**src/sv/detector_anchor_decode_assert.svh**
```systemverilog
// ----------------------------------------------------------------------------
// detector_anchor_decode_assert.svh
// Assertion macros shared by the detector anchor decode RTL
// ----------------------------------------------------------------------------
`ifndef DETECTOR_ANCHOR_DECODE_ASSERT_SVH
`define DETECTOR_ANCHOR_DECODE_ASSERT_SVH

// same-cycle implication, checked out of reset
`define DAD_ASSERT_IMP(lbl, ante, cons, msg) \
    lbl: assert property (@(posedge clk) disable iff (!rst_n) (ante) |-> (cons)) \
        else $error(msg);

// next-cycle implication, checked out of reset
`define DAD_ASSERT_NXT(lbl, ante, cons, msg) \
    lbl: assert property (@(posedge clk) disable iff (!rst_n) (ante) |=> (cons)) \
        else $error(msg);

`endif

```
**src/sv/dad_pkg.sv**
```systemverilog
// ----------------------------------------------------------------------------
// dad_pkg
// Shared widths, reset values, register indexes and interface structs for
// the detector anchor decode block
// ----------------------------------------------------------------------------
package dad_pkg;

    // field widths
    localparam int FEAT_W     = 16;
    localparam int COORD_W    = 16;
    localparam int SIZE_W     = 15;
    localparam int CLASS_W    = 7;
    localparam int SCORE_W    = 16;
    localparam int ANCHOR_W   = 14;
    localparam int DIM_W      = 13;
    localparam int MASK_LO_W  = 64;
    localparam int MASK_HI_W  = 16;
    localparam int NUM_CLASS  = MASK_LO_W + MASK_HI_W;

    // configuration port
    localparam int CFG_DATA_W = 64;
    localparam int CFG_IDX_W  = 3;

    // stream data widths
    localparam int S_TDATA_W  = 16;
    localparam int M_FIELDS_W = 2 * COORD_W + 2 * SIZE_W + CLASS_W + SCORE_W + ANCHOR_W;
    localparam int M_TDATA_W  = ((M_FIELDS_W + 7) / 8) * 8;

    // scaling unit: signed half-pixel numerator, product magnitude, quotient
    localparam int NUM_W      = FEAT_W + 2;
    localparam int MAG_W      = (NUM_W - 1) + DIM_W;
    localparam int FRAC_SHIFT = 5;
    localparam int QUO_W      = MAG_W - FRAC_SHIFT;
    localparam int QCNT_W     = $clog2(QUO_W);

    // anchor layout
    localparam int BOX_FEATURES = 4;

    // parameter defaults
    localparam int FEATURES_PER_ANCHOR_DEF = 84;
    localparam int MAX_ANCHORS_DEF         = 16384;

    // register reset values
    localparam logic [SCORE_W-1:0]   THRESH_RST  = 16'd32768;
    localparam logic [DIM_W-1:0]     MODEL_RST   = 13'd640;
    localparam logic [DIM_W-1:0]     IMG_W_RST   = 13'd640;
    localparam logic [DIM_W-1:0]     IMG_H_RST   = 13'd480;
    localparam logic [MASK_LO_W-1:0] MASK_LO_RST = 64'h0000_0080_0000_0000;
    localparam logic [MASK_HI_W-1:0] MASK_HI_RST = 16'h0000;
    localparam logic                 FILTER_RST  = 1'b1;

    // register indexes
    typedef enum logic [CFG_IDX_W-1:0] {
        REG_THRESHOLD  = 3'd0,
        REG_MODEL_SIZE = 3'd1,
        REG_IMG_WIDTH  = 3'd2,
        REG_IMG_HEIGHT = 3'd3,
        REG_MASK_LOW   = 3'd4,
        REG_MASK_HIGH  = 3'd5,
        REG_FILTER_EN  = 3'd6
    } cfg_reg_t;

    // request to the scaling unit
    typedef struct packed {
        logic                    start;
        logic signed [NUM_W-1:0] num;
        logic [DIM_W-1:0]        scale;
        logic [DIM_W-1:0]        model;
    } scale_cmd_t;

    // status back from the scaling unit
    typedef struct packed {
        logic               busy;
        logic               done;
        logic [COORD_W-1:0] result;
    } scale_sts_t;

endpackage

```
**src/sv/dad_scale.sv**
```systemverilog
// ----------------------------------------------------------------------------
// dad_scale
// Shared scaling unit: trunc(num * scale / (32 * model)) saturated to
// 16 bits signed, a multiply step then one quotient bit per cycle
// ----------------------------------------------------------------------------
module dad_scale (
    input  logic                clk,
    input  logic                rst_n,
    input  dad_pkg::scale_cmd_t cmd,
    output dad_pkg::scale_sts_t sts
);
    import dad_pkg::*;

    typedef enum logic [1:0] {
        S_IDLE,
        S_MUL,
        S_DIV,
        S_DONE
    } state_t;

    state_t             state_reg;
    logic               neg_reg;
    logic [NUM_W-2:0]   mag_reg;
    logic [DIM_W-1:0]   scale_reg;
    logic [DIM_W-1:0]   div_reg;
    logic [QUO_W-1:0]   quo_reg;
    logic [DIM_W-1:0]   rem_reg;
    logic [QCNT_W-1:0]  cnt_reg;
    logic               done_reg;
    logic [COORD_W-1:0] result_reg;

    logic [NUM_W-1:0]   num_abs;
    logic [MAG_W-1:0]   product;
    logic [DIM_W:0]     rem_sh;
    logic [DIM_W+1:0]   diff;
    logic               ge;
    logic [DIM_W-1:0]   rem_next;
    logic [QUO_W-1:0]   quo_next;
    logic               q_over;
    logic [COORD_W-1:0] q_low;
    logic [COORD_W-1:0] sat;

    // magnitude of the numerator, sign kept aside
    assign num_abs = cmd.num[NUM_W-1] ? NUM_W'(-cmd.num) : NUM_W'(cmd.num);

    // product of magnitude and image size
    assign product = MAG_W'(mag_reg) * MAG_W'(scale_reg);

    // one restoring division step
    assign rem_sh   = {rem_reg, quo_reg[QUO_W-1]};
    assign diff     = {1'b0, rem_sh} - {2'b00, div_reg};
    assign ge       = !diff[DIM_W+1];
    assign rem_next = ge ? diff[DIM_W-1:0] : rem_sh[DIM_W-1:0];
    assign quo_next = {quo_reg[QUO_W-2:0], ge};

    // saturate the truncated quotient to 16 bits signed
    assign q_over = |quo_reg[QUO_W-1:COORD_W-1];
    assign q_low  = quo_reg[COORD_W-1:0];
    always_comb
    begin
        if (neg_reg)
        begin
            if (q_over)
                sat = {1'b1, {(COORD_W-1){1'b0}}};
            else
                sat = -q_low;
        end
        else
        begin
            if (q_over)
                sat = {1'b0, {(COORD_W-1){1'b1}}};
            else
                sat = q_low;
        end
    end

    // sequencer and datapath registers
    always_ff @(posedge clk or negedge rst_n)
    begin
        if (!rst_n)
        begin
            state_reg  <= S_IDLE;
            neg_reg    <= 1'b0;
            mag_reg    <= '0;
            scale_reg  <= '0;
            div_reg    <= '0;
            quo_reg    <= '0;
            rem_reg    <= '0;
            cnt_reg    <= '0;
            done_reg   <= 1'b0;
            result_reg <= '0;
        end
        else
        begin
            done_reg <= 1'b0;
            unique case (state_reg)
                S_IDLE:
                begin
                    if (cmd.start)
                    begin
                        neg_reg   <= cmd.num[NUM_W-1];
                        mag_reg   <= num_abs[NUM_W-2:0];
                        scale_reg <= cmd.scale;
                        div_reg   <= cmd.model;
                        state_reg <= S_MUL;
                    end
                end
                S_MUL:
                begin
                    // drop the factor 32 before dividing by the model size
                    quo_reg   <= product[MAG_W-1:FRAC_SHIFT];
                    rem_reg   <= '0;
                    cnt_reg   <= '0;
                    state_reg <= S_DIV;
                end
                S_DIV:
                begin
                    quo_reg <= quo_next;
                    rem_reg <= rem_next;
                    cnt_reg <= cnt_reg + 1'b1;
                    if (cnt_reg == QCNT_W'(QUO_W - 1))
                        state_reg <= S_DONE;
                end
                S_DONE:
                begin
                    result_reg <= sat;
                    done_reg   <= 1'b1;
                    state_reg  <= S_IDLE;
                end
                default:
                begin
                    state_reg <= S_IDLE;
                end
            endcase
        end
    end

    assign sts.busy   = (state_reg != S_IDLE);
    assign sts.done   = done_reg;
    assign sts.result = result_reg;

endmodule

```
**src/sv/detector_anchor_decode.sv**
```systemverilog
// ----------------------------------------------------------------------------
// detector_anchor_decode
// Decodes detector output features into thresholded, filtered detections
// with boxes scaled from model size to image size
// ----------------------------------------------------------------------------
// channel     dir  beat contents
// s_axis      in   tdata[15:0] feature_value, tlast last_of_anchor,
//                  tuser last_of_frame
// m_axis      out  tdata box_x, box_y, box_w, box_h, class_num, confidence,
//                  anchor_index (low bits first, zero padded to 104 bits)
// cfg         in   cfg_we, cfg_index, cfg_data; writes take effect at once
//
// feature beats are accepted whenever the block is idle; the last beat of an
// anchor that yields a detection holds the input while the shared scaling
// unit runs four times (start, multiply, 25 restoring quotient steps,
// saturate, hand back), then the hold state loads the output register;
// input resumes while that beat waits for m_axis_tready; a second detection
// waits in the hold state until the first leaves; rst_n resets all state
// ----------------------------------------------------------------------------
`include "detector_anchor_decode_assert.svh"

module detector_anchor_decode #(
    parameter int FEATURES_PER_ANCHOR = dad_pkg::FEATURES_PER_ANCHOR_DEF,
    parameter int MAX_ANCHORS         = dad_pkg::MAX_ANCHORS_DEF
) (
    input  logic                           clk,
    input  logic                           rst_n,
    // configuration write port
    input  logic                           cfg_we,
    input  logic [dad_pkg::CFG_IDX_W-1:0]  cfg_index,
    input  logic [dad_pkg::CFG_DATA_W-1:0] cfg_data,
    // feature input
    input  logic                           s_axis_tvalid,
    output logic                           s_axis_tready,
    input  logic [dad_pkg::S_TDATA_W-1:0]  s_axis_tdata,  // feature_value
    input  logic                           s_axis_tlast,  // last_of_anchor
    input  logic                           s_axis_tuser,  // last_of_frame
    // detection output
    output logic                           m_axis_tvalid,
    input  logic                           m_axis_tready,
    // box_x, box_y, box_w, box_h, class_num, confidence, anchor_index, pad
    output logic [dad_pkg::M_TDATA_W-1:0]  m_axis_tdata
);
    import dad_pkg::*;

    localparam int FCW = $clog2(FEATURES_PER_ANCHOR);
    localparam int ACW = $clog2(MAX_ANCHORS);

    typedef enum logic [1:0] {
        ST_IDLE,
        ST_START,
        ST_WAIT,
        ST_HOLD
    } state_t;

    typedef enum logic [1:0] {
        OP_X,
        OP_Y,
        OP_W,
        OP_H
    } op_t;

    // configuration registers
    logic [SCORE_W-1:0]   thresh_reg;
    logic [DIM_W-1:0]     model_reg;
    logic [DIM_W-1:0]     img_w_reg;
    logic [DIM_W-1:0]     img_h_reg;
    logic [MASK_LO_W-1:0] mask_lo_reg;
    logic [MASK_HI_W-1:0] mask_hi_reg;
    logic                 filter_reg;

    // anchor state
    state_t               state_reg;
    op_t                  op_reg;
    logic [FCW-1:0]       feat_cnt_reg;
    logic [FEAT_W-1:0]    cx_reg;
    logic [FEAT_W-1:0]    cy_reg;
    logic [FEAT_W-1:0]    rw_reg;
    logic [FEAT_W-1:0]    rh_reg;
    logic [SCORE_W-1:0]   best_score_reg;
    logic [CLASS_W-1:0]   best_class_reg;
    logic                 found_reg;
    logic [ACW-1:0]       anchor_cnt_reg;

    // pending detection
    logic [CLASS_W-1:0]   pend_class_reg;
    logic [SCORE_W-1:0]   pend_score_reg;
    logic [ACW-1:0]       pend_anchor_reg;
    logic [COORD_W-1:0]   box_x_reg;
    logic [COORD_W-1:0]   box_y_reg;
    logic [SIZE_W-1:0]    box_w_reg;
    logic [SIZE_W-1:0]    box_h_reg;
    logic                 m_valid_reg;
    logic [M_TDATA_W-1:0] m_data_reg;

    logic                 accept;
    logic [FEAT_W-1:0]    feat;
    logic                 is_score;
    logic                 upd;
    logic [SCORE_W-1:0]   score_next;
    logic [CLASS_W-1:0]   class_next;
    logic                 found_next;
    logic                 anchor_end;
    logic [NUM_CLASS-1:0] mask_all;
    logic                 passes;
    logic                 emit;
    logic                 out_free;
    logic [DIM_W-1:0]     model_eff;
    logic [M_TDATA_W-1:0] pack;
    scale_cmd_t           scl_cmd;
    scale_sts_t           scl_sts;

    // configuration writes
    always_ff @(posedge clk or negedge rst_n)
    begin
        if (!rst_n)
        begin
            thresh_reg  <= THRESH_RST;
            model_reg   <= MODEL_RST;
            img_w_reg   <= IMG_W_RST;
            img_h_reg   <= IMG_H_RST;
            mask_lo_reg <= MASK_LO_RST;
            mask_hi_reg <= MASK_HI_RST;
            filter_reg  <= FILTER_RST;
        end
        else if (cfg_we)
        begin
            unique case (cfg_reg_t'(cfg_index))
                REG_THRESHOLD:  thresh_reg  <= cfg_data[SCORE_W-1:0];
                REG_MODEL_SIZE: model_reg   <= cfg_data[DIM_W-1:0];
                REG_IMG_WIDTH:  img_w_reg   <= cfg_data[DIM_W-1:0];
                REG_IMG_HEIGHT: img_h_reg   <= cfg_data[DIM_W-1:0];
                REG_MASK_LOW:   mask_lo_reg <= cfg_data[MASK_LO_W-1:0];
                REG_MASK_HIGH:  mask_hi_reg <= cfg_data[MASK_HI_W-1:0];
                REG_FILTER_EN:  filter_reg  <= cfg_data[0];
                default:        ;
            endcase
        end
    end

    // input handshake
    assign s_axis_tready = (state_reg == ST_IDLE);
    assign accept        = s_axis_tvalid && s_axis_tready;
    assign feat          = s_axis_tdata[FEAT_W-1:0];

    // running argmax, strict greater so the first of equal scores wins
    assign is_score   = (feat_cnt_reg >= FCW'(BOX_FEATURES));
    assign upd        = is_score && (feat > best_score_reg);
    assign score_next = upd ? feat : best_score_reg;
    assign class_next = upd ? CLASS_W'(feat_cnt_reg - FCW'(BOX_FEATURES)) : best_class_reg;
    assign found_next = upd || found_reg;

    assign anchor_end = s_axis_tlast || s_axis_tuser
                     || (feat_cnt_reg == FCW'(FEATURES_PER_ANCHOR - 1));

    // class filter; classes past the mask fail when it applies
    assign mask_all = {mask_hi_reg, mask_lo_reg};
    assign passes   = !filter_reg
                   || ((mask_lo_reg == '0) && (mask_hi_reg == '0))
                   || ((class_next < CLASS_W'(NUM_CLASS)) && mask_all[class_next]);
    assign emit     = found_next && (score_next > thresh_reg) && passes;

    // request to the scaling unit, one box term per op
    assign model_eff = (model_reg == '0) ? DIM_W'(1) : model_reg;
    always_comb
    begin
        scl_cmd.start = (state_reg == ST_START);
        scl_cmd.model = model_eff;
        unique case (op_reg)
            OP_X:
            begin
                scl_cmd.num   = $signed({1'b0, cx_reg, 1'b0}) - $signed({2'b00, rw_reg});
                scl_cmd.scale = img_w_reg;
            end
            OP_Y:
            begin
                scl_cmd.num   = $signed({1'b0, cy_reg, 1'b0}) - $signed({2'b00, rh_reg});
                scl_cmd.scale = img_h_reg;
            end
            OP_W:
            begin
                scl_cmd.num   = $signed({1'b0, rw_reg, 1'b0});
                scl_cmd.scale = img_w_reg;
            end
            OP_H:
            begin
                scl_cmd.num   = $signed({1'b0, rh_reg, 1'b0});
                scl_cmd.scale = img_h_reg;
            end
            default:
            begin
                scl_cmd.num   = '0;
                scl_cmd.scale = '0;
            end
        endcase
    end

    dad_scale u_scale (
        .clk   (clk),
        .rst_n (rst_n),
        .cmd   (scl_cmd),
        .sts   (scl_sts)
    );

    // output beat layout
    assign pack = {{(M_TDATA_W - M_FIELDS_W){1'b0}},
                   ANCHOR_W'(pend_anchor_reg), pend_score_reg, pend_class_reg,
                   box_h_reg, box_w_reg, box_y_reg, box_x_reg};
    assign out_free = !m_valid_reg || m_axis_tready;

    // sequencer, anchor state and output register
    always_ff @(posedge clk or negedge rst_n)
    begin
        if (!rst_n)
        begin
            state_reg       <= ST_IDLE;
            op_reg          <= OP_X;
            feat_cnt_reg    <= '0;
            cx_reg          <= '0;
            cy_reg          <= '0;
            rw_reg          <= '0;
            rh_reg          <= '0;
            best_score_reg  <= '0;
            best_class_reg  <= '0;
            found_reg       <= 1'b0;
            anchor_cnt_reg  <= '0;
            pend_class_reg  <= '0;
            pend_score_reg  <= '0;
            pend_anchor_reg <= '0;
            box_x_reg       <= '0;
            box_y_reg       <= '0;
            box_w_reg       <= '0;
            box_h_reg       <= '0;
            m_valid_reg     <= 1'b0;
            m_data_reg      <= '0;
        end
        else
        begin
            // the hold state reloads the register itself when it frees up
            if (m_valid_reg && m_axis_tready && (state_reg != ST_HOLD))
                m_valid_reg <= 1'b0;

            unique case (state_reg)
                ST_IDLE:
                begin
                    if (accept)
                    begin
                        // box features land in their own registers
                        if (feat_cnt_reg == FCW'(0))
                            cx_reg <= feat;
                        if (feat_cnt_reg == FCW'(1))
                            cy_reg <= feat;
                        if (feat_cnt_reg == FCW'(2))
                            rw_reg <= feat;
                        if (feat_cnt_reg == FCW'(3))
                            rh_reg <= feat;

                        if (!anchor_end)
                        begin
                            feat_cnt_reg   <= feat_cnt_reg + 1'b1;
                            best_score_reg <= score_next;
                            best_class_reg <= class_next;
                            found_reg      <= found_next;
                        end
                        else
                        begin
                            feat_cnt_reg   <= '0;
                            best_score_reg <= '0;
                            best_class_reg <= '0;
                            found_reg      <= 1'b0;
                            if (s_axis_tuser || (anchor_cnt_reg == ACW'(MAX_ANCHORS - 1)))
                                anchor_cnt_reg <= '0;
                            else
                                anchor_cnt_reg <= anchor_cnt_reg + 1'b1;
                            if (emit)
                            begin
                                pend_class_reg  <= class_next;
                                pend_score_reg  <= score_next;
                                pend_anchor_reg <= anchor_cnt_reg;
                                op_reg          <= OP_X;
                                state_reg       <= ST_START;
                            end
                        end
                    end
                end
                ST_START:
                begin
                    state_reg <= ST_WAIT;
                end
                ST_WAIT:
                begin
                    if (scl_sts.done)
                    begin
                        unique case (op_reg)
                            OP_X: box_x_reg <= scl_sts.result;
                            OP_Y: box_y_reg <= scl_sts.result;
                            OP_W: box_w_reg <= scl_sts.result[SIZE_W-1:0];
                            OP_H: box_h_reg <= scl_sts.result[SIZE_W-1:0];
                            default: ;
                        endcase
                        if (op_reg == OP_H)
                        begin
                            state_reg <= ST_HOLD;
                        end
                        else
                        begin
                            op_reg    <= op_t'(op_reg + 1'b1);
                            state_reg <= ST_START;
                        end
                    end
                end
                ST_HOLD:
                begin
                    if (out_free)
                    begin
                        m_valid_reg <= 1'b1;
                        m_data_reg  <= pack;
                        state_reg   <= ST_IDLE;
                    end
                end
                default:
                begin
                    state_reg <= ST_IDLE;
                end
            endcase
        end
    end

    assign m_axis_tvalid = m_valid_reg;
    assign m_axis_tdata  = m_data_reg;

    // checks on the sequencer and the scaling unit
    `DAD_ASSERT_IMP(a_no_accept_busy, accept, !scl_sts.busy, "input taken while scaling")
    `DAD_ASSERT_IMP(a_done_in_wait, scl_sts.done, state_reg == ST_WAIT, "scale result unexpected")
    `DAD_ASSERT_NXT(a_start_runs, state_reg == ST_START, scl_sts.busy, "scale unit did not start")
    `DAD_ASSERT_IMP(a_out_from_hold, $rose(m_valid_reg), $past(state_reg == ST_HOLD), "stray output")

endmodule

```
**config.mk**
```make
export PLATFORM = sky130hd
export DESIGN_NAME = detector_anchor_decode
export DESIGN_NICKNAME = d
export VERILOG_FILES = /design/src/sv/dad_pkg.sv /design/src/sv/dad_scale.sv /design/src/sv/detector_anchor_decode.sv
export VERILOG_INCLUDE_DIRS = /design/src /design/src/sv
export SDC_FILE = /design/constraint.sdc
export NUM_CORES = 2
export LEC_CHECK = 0
export ABC_AREA = 1
export BUFFER_PORTS_ARGS = -buffer_cell sky130_fd_sc_hd__buf_4
export CORE_ASPECT_RATIO = 1.2
export CORE_MARGIN = 5
export CORE_UTILIZATION = 40
export DETAILED_ROUTE_END_ITERATION = 8
export GPL_ROUTABILITY_DRIVEN = 0
export PLACE_DENSITY = 0.53
export REMOVE_ABC_BUFFERS = 1
export SLEW_MARGIN = 20
export SYNTH_ARGS = -nofsm -noshare
export SYNTH_HDL_FRONTEND = slang
export SYNTH_SLANG_ARGS = --single-unit
export TNS_END_PERCENT = 5
```
**constraint.sdc**
```tcl
create_clock -name clk -period 9.1 [get_ports clk]
set_input_delay 0.455 -clock clk [delete_from_list [all_inputs] [get_ports clk]]
set_output_delay 0.455 -clock clk [all_outputs]
set_load 0.005 [all_outputs]
```
; Word level (Yosys, flattened, before mapping)
; Index checks and enable logic that the tools add are counted.
[word_totals]
wordCells = 174
ff_bits = 554
[op_classes]
addsub = 10
mux = 39
eq_ne = 30
mul = 1
magnitude_cmp = 5
reduce_logical = 52
[op_table]
columns = op, n
row1 = 31-bit one-hot mux with 4 select lines, 1
row2 = 16-bit 2-to-1 mux, 5
row3 = 64-bit zero test, 1
row4 = 25-bit one-hot mux with 2 select lines, 1
row5 = 17-bit by 16-bit subtractor with 18-bit output, 2
row6 = 16-bit greater-than comparator, 2
row7 = 17-bit by 13-bit multiplier with 30-bit output, 1
row8 = 3-bit AND reduction, 9
row9 = 13-bit 2-to-1 mux, 2
row10 = 2-bit 2-to-1 mux, 13
row11 = 13-bit one-hot mux with 2 select lines, 1
row12 = 2-bit AND reduction, 11
row13 = 7-bit 2-to-1 mux, 3
row14 = 17-bit 2-to-1 mux, 1
row15 = 17-bit negation, 1
row16 = 16-bit zero test, 1
row17 = 16-bit negation, 1
row18 = 2-bit one-hot mux with 4 select lines, 2
row19 = 14-bit by 13-bit subtractor with 15-bit output, 1
row20 = "14-bit by 1-bit adder with 14-bit output, second input constant", 1
row21 = "14-bit equality test, second input constant", 1
row22 = "7-bit by 2-bit equality test with 1-bit output, second input constant", 2
row23 = 14-bit 2-to-1 mux, 1
row24 = 13-bit zero test, 1
row25 = 32 further kinds, 72

; Depth between registers and ports, before layout
[depth]
ltp_word = 12
ltp_mapped = 32
depth_no_buf = 29

; Modules after synthesis
; From an unflattened synthesis, not the netlist that was laid out.
[unflattened]
hier_cells = 4283
hier_area_um2 = 35077.4
[modules_own_cells]
columns = module, area_each_um2, n_inst, seq_area_each_um2, cells_per_inst
row1 = detector_anchor_decode, 21028.9, 1, 11224.5, 2302
row2 = dad_scale, 14048.5, 1, 2652.5, 1981

; Least setup slack after synthesis
; Ideal clock, no wire load.
[synth_timing]
path_kind = reg2reg
start = register u_scale.scale_reg[9]
end = register u_scale.quo_reg[19]
setup_slack_ns = 3.726
required_ns = 8.954
n_path_buf = 2
t_arrival_ns = 5.228
path_stages_with_launch = 23
setup_ns = 0.146
period_less_slack_ns = 5.374
path_cell_list = dfrtp_1 > clkbuf_1 > clkbuf_1 > nand2_1 > fa_1 > inv_1 > fa_1 > fa_1 > fa_1 > inv_1 > fa_1 > inv_1 > ha_1 > a21oi_1 > inv_1 > a21oi_1 > o221ai_1 > a21oi_1 > inv_1 > a21oi_1 > o21a_1 > xor2_1 > o221ai_1
[synth_via]
elab_chain_cells = 2
[synth_rtl]
columns = item, line
row1 = "start, declared", dad_scale.sv:24  ; logic [DIM_W-1:0] scale_reg;
row2 = "start signal, assigned", dad_scale.sv:103  ; scale_reg <= cmd.scale;
row3 = 17-bit by 13-bit multiplier with 30-bit output, dad_scale.sv:47  ; assign product = MAG_W'(mag_reg) * MAG_W'(scale_reg);
row4 = 25-bit one-hot mux with 2 select lines, dad_scale.sv:96  ; unique case (state_reg)
row5 = "end signal, assigned", dad_scale.sv:111  ; quo_reg <= product[MAG_W-1:FRAC_SHIFT];
row6 = "end signal, assigned", dad_scale.sv:118  ; quo_reg <= quo_next;
row7 = "end, declared", dad_scale.sv:26  ; logic [QUO_W-1:0] quo_reg;
; Every way passes these cells.
; A chain may end at the register's enable or synchronous reset.

; Worst setup path after layout
[layout_timing]
start = register u_scale.scale_reg[3]
end = register u_scale.quo_reg[16]
; Same word-level chain as after synthesis.

==> results.md <==
- Outcome: completed
- Layout Area Growth over Synthesis: 13.4%
- Commonest register cell after synthesis: sky130_fd_sc_hd__dfrtp_1
- Flip-flop and latch count after synthesis: 554
- Required time at the worst-slack endpoint: between 9000 and 10000 ps
- Horiz. Die Dim: 276 µm
- Number of flip-flops under the largest register name: between 90 and 100
- H-tree levels: 2
- Worst Hold Endpoint: mask_lo_reg[63]$_DFFE_PN0P_
- Antenna-violating nets left: 0
- Total power per unit cell area: 390 nW/µm²
- Vias per Instance: between 4 and 5
- Worst Min Path Start: cfg_data[63]
- Post-Synthesis Cell Area: around 34000 µm²
- Shortest clock period the worst path allows after layout: roughly 6000 ps
- Number of gates resized after CTS: 0
- Relative slew slack: 0.251
- Half-perimeter wire length after detailed placement: 66.8 mm
- Post-synthesis instance total: between 3000 and 4000
- Length in cells of the worst reg-to-reg path: 27
- Fraction of the cycle the final worst path needs: 0.654
- Setup CP Type: register to register
- Nature of the critical path startpoint: register
- Vias: 26196
- Standard-cell rows: 116
- Max VDD drop: 0.296 mV
- Initial antenna violation count: 2
- CTS sink count: 554
- Remaining global-route overflow: 0
- Maximum buffer depth of the clock tree: 3
- Clock tree from TritonCTS: built
- Placed inst area: 36200 µm²
- Largest net degree at the start of global routing: 164
- Worst Slack Setup Final: 3150 ps
- Measured slew at the worst slew-check pin: 1120 ps
- Worst-path maximum fanout: 18
- Starting density of the core: 0.404
- Number of enable flip-flop cells after synthesis: 0
- Number of nets in the final layout: 4528
- Data arrival time of the critical path: 6510 ps
- Sequential fraction of the synthesis area: 0.410
- Number of top-level design ports: 196
- Layer with the highest usage: met2
- Count of unique library cells instantiated by Yosys: 58
- Routed Wire Length: a little over 90 mm
- Wire length of the first global-routing pass: 148 mm
- Die outline height: 329 µm
- Post-Layout Inst Area: 38400 µm²
- # Max-Cap Violations: 0
- Worst hold margin: 51.9 ps
- Pins over their slew limit: 0
- Max Clk Rate: between 150 and 200 MHz
- RSZ-0062 raised after global routing: no
- RR Endpoint: u_scale.quo_reg[16]$_DFFE_PN0P_
- Met2 capacity usage during global routing: 0.353
- Yosys warning count: 0
- Slowest Stage Delay on Critical Path: 600 ps
- Most common cell after layout, fill and taps aside: sky130_fd_sc_hd__nand2_1
- Hold Crit Depth: 2
- Layout cell share with drive strength beyond 1: 0.107
- Final Hold Violating Endpoints: 0
- Mean cell area of the mapped netlist: between 8 and 9 µm²
- Core Footprint: 83700 µm²
- Clock buffers created by TritonCTS: 60
- CP Capture Type: register
- IO buf count: 190
- Number of DRC markers in iteration 0: 1703
- Clock Latency Late Sink: 650 ps
- CP dominant cell by count: sky130_fd_sc_hd__inv_1
- Routing usage on met1: 0.262
- DIE AREA: 90500 µm²
- Class of the tightest hold or removal check: primary input to register
- Total iterations of the first detailed-routing run: 5
- Setup TNS: 0 ps
- Highest-count cells in the layout ignoring fill and taps: 949 x sky130_fd_sc_hd__nand2_1, 642 x sky130_fd_sc_hd__inv_1, 543 x sky130_fd_sc_hd__dfrtp_1
- Slack of the worst reg-to-reg path: 3150 ps
- Clock root buffer: sky130_fd_sc_hd__clkbuf_16
- Cell leakage power: 19.6 nW
- Postcts setup bufs: 0
- Master of the slowest instance on the critical path: sky130_fd_sc_hd__dfrtp_1
- Number of filler instances in the final layout: 8389
- All-layer global routing usage: 0.201
- Clock Pin Slew Worst Setup and Hold Paths: 60 ps
- Fraction of registers with async set or reset after synthesis: 1.00
- Worst Clk Skew: 34.3 ps
- Final setup vio count: 0
- Worst setup slack before clock tree synthesis: 3190 ps
- Number of global-route vias before repair: 26694
- Fraction of met3 tracks used by global routing: 0.0263
- Number of remaining DRC errors: 0
- Average wire per cell in the routed design: between 15 and 20 µm
- Worst R2R Start: u_scale.scale_reg[3]$_DFFE_PN0P_
==> through the flow <==
stage	utilization	std cells	power (mW)
floorplan	-	3801	10.1
global placement	0.432	5142	12.5
detailed placement	0.432	5142	12.6
CTS	0.458	5274	15.1
global route	0.458	5274	16.6
finish	0.458	5276	15.0
==> cell type report <==
class	count	area (µm²)	share of cell area
inverter	648	2430	0.0634
antenna	2	5.00	0.000130
multi-input combinational	2599	16800	0.438
tap	1121	1400	0.0366
timing repair buffer	240	1900	0.0495
sequential	554	13900	0.362
clock inverter	21	244	0.00636
clock buffer	91	1720	0.0448
==> worst max-delay path by stage <==
stage | startpoint | endpoint | slack (ps) | cells past startpoint
2_1_floorplan | u_scale.scale_reg[3]$_DFFE_PN0P_ | u_scale.quo_reg[16]$_DFFE_PN0P_ | 3830 | 26
3_3_place_gp | u_scale.scale_reg[3]$_DFFE_PN0P_ | u_scale.quo_reg[16]$_DFFE_PN0P_ | 3180 | 27
3_5_place_dp | u_scale.scale_reg[3]$_DFFE_PN0P_ | u_scale.quo_reg[20]$_DFFE_PN0P_ | 3190 | 27
4_1_cts | u_scale.scale_reg[3]$_DFFE_PN0P_ | u_scale.quo_reg[16]$_DFFE_PN0P_ | 3180 | 27
5_1_grt | u_scale.scale_reg[3]$_DFFE_PN0P_ | u_scale.quo_reg[20]$_DFFE_PN0P_ | 2670 | 27
6_report | u_scale.scale_reg[3]$_DFFE_PN0P_ | u_scale.quo_reg[16]$_DFFE_PN0P_ | 3150 | 27
==> metal layers <==
metal	part of all wire	vias to the layer above	wire length, µm
li1	-	12970	-
met1	0.44	12562	39700
met2	0.49	520	44900
met3	0.038	144	3480
met4	0.029	0	2650
met5	0	-	0
==> worst max-delay path, delay by kind of cell (launching register included) <==
kind                     cells  cell delay (ps)
AO/OA/AOI/OAI                7             1270
adder cells (fa/ha/maj)      6             2900
AND/OR/NAND/NOR              6              550
buffers and inverters        8              550
flip-flops                   1              600
==> cell families (layout without fill, tap and decap cells) <==
| logic type | count (synthesis) | count (layout) | share of synthesized area |
|---|---|---|---|
| AO/OA/AOI/OAI | 727 | 727 | 0.118 |
| XOR/XNOR | 65 | 65 | 0.0168 |
| adder cells (fa/ha/maj) | 335 | 335 | 0.161 |
| buffers and inverters | 828 | 1000 | 0.0954 |
| flip-flops | 554 | 554 | 0.410 |
| multiplexers | 90 | 90 | 0.0300 |
| other | 1 | 7 | 0.000111 |
| AND/OR/NAND/NOR | 1377 | 1377 | 0.168 |
==> power by group <==
part,switching (mW),internal [mW]
Sequential,0.731,3.15
Clock,1.04,1.41
Combinational,5.37,3.25
==> cells in the mapped netlist (4+ instances only) <==
cell / instances / area [µm²]
sky130_fd_sc_hd__nor3b_1: 6 / 45.0
sky130_fd_sc_hd__buf_4: 9 / 67.6
sky130_fd_sc_hd__ha_1: 167 / 2090
sky130_fd_sc_hd__o21a_1: 19 / 143
sky130_fd_sc_hd__nor4_1: 25 / 156
sky130_fd_sc_hd__a221oi_1: 9 / 78.8
sky130_fd_sc_hd__nor3_1: 28 / 140
sky130_fd_sc_hd__a21o_1: 4 / 30.0
sky130_fd_sc_hd__mux2_2: 90 / 1010
sky130_fd_sc_hd__nand2_2: 4 / 25.0
sky130_fd_sc_hd__o21ai_1: 37 / 185
sky130_fd_sc_hd__a32o_1: 5 / 50.1
sky130_fd_sc_hd__nand3_1: 188 / 941
sky130_fd_sc_hd__buf_2: 9 / 45.0
sky130_fd_sc_hd__inv_1: 642 / 2410
sky130_fd_sc_hd__fa_1: 168 / 3360
sky130_fd_sc_hd__dfrtp_1: 543 / 13600
sky130_fd_sc_hd__dfstp_2: 11 / 289
sky130_fd_sc_hd__xor2_1: 40 / 350
sky130_fd_sc_hd__o21bai_1: 6 / 45.0
sky130_fd_sc_hd__o211ai_1: 21 / 158
sky130_fd_sc_hd__a31oi_1: 5 / 31.3
sky130_fd_sc_hd__nand2_1: 951 / 3570
sky130_fd_sc_hd__nand4_1: 26 / 163
sky130_fd_sc_hd__buf_6: 10 / 113
sky130_fd_sc_hd__o22ai_1: 6 / 37.5
sky130_fd_sc_hd__o221ai_1: 24 / 210
sky130_fd_sc_hd__clkbuf_1: 145 / 544
sky130_fd_sc_hd__o21ai_2: 5 / 43.8
sky130_fd_sc_hd__or2_2: 8 / 50.1
sky130_fd_sc_hd__xnor2_1: 25 / 219
sky130_fd_sc_hd__buf_1: 7 / 26.3
sky130_fd_sc_hd__or4_1: 4 / 30.0
sky130_fd_sc_hd__nor2_1: 126 / 473
sky130_fd_sc_hd__o21ai_0: 420 / 2100
sky130_fd_sc_hd__a21oi_1: 148 / 741
==> repair_timing <==
| action | CTS | global route |
|---|---|---|
| setup endpoints to repair | 0 | 0 |
| endpoints found under the hold margin | 124 | 0 |
| hold buffers | 20 | 0 |
No activity file was read; power rests on OpenSTA's default activity.
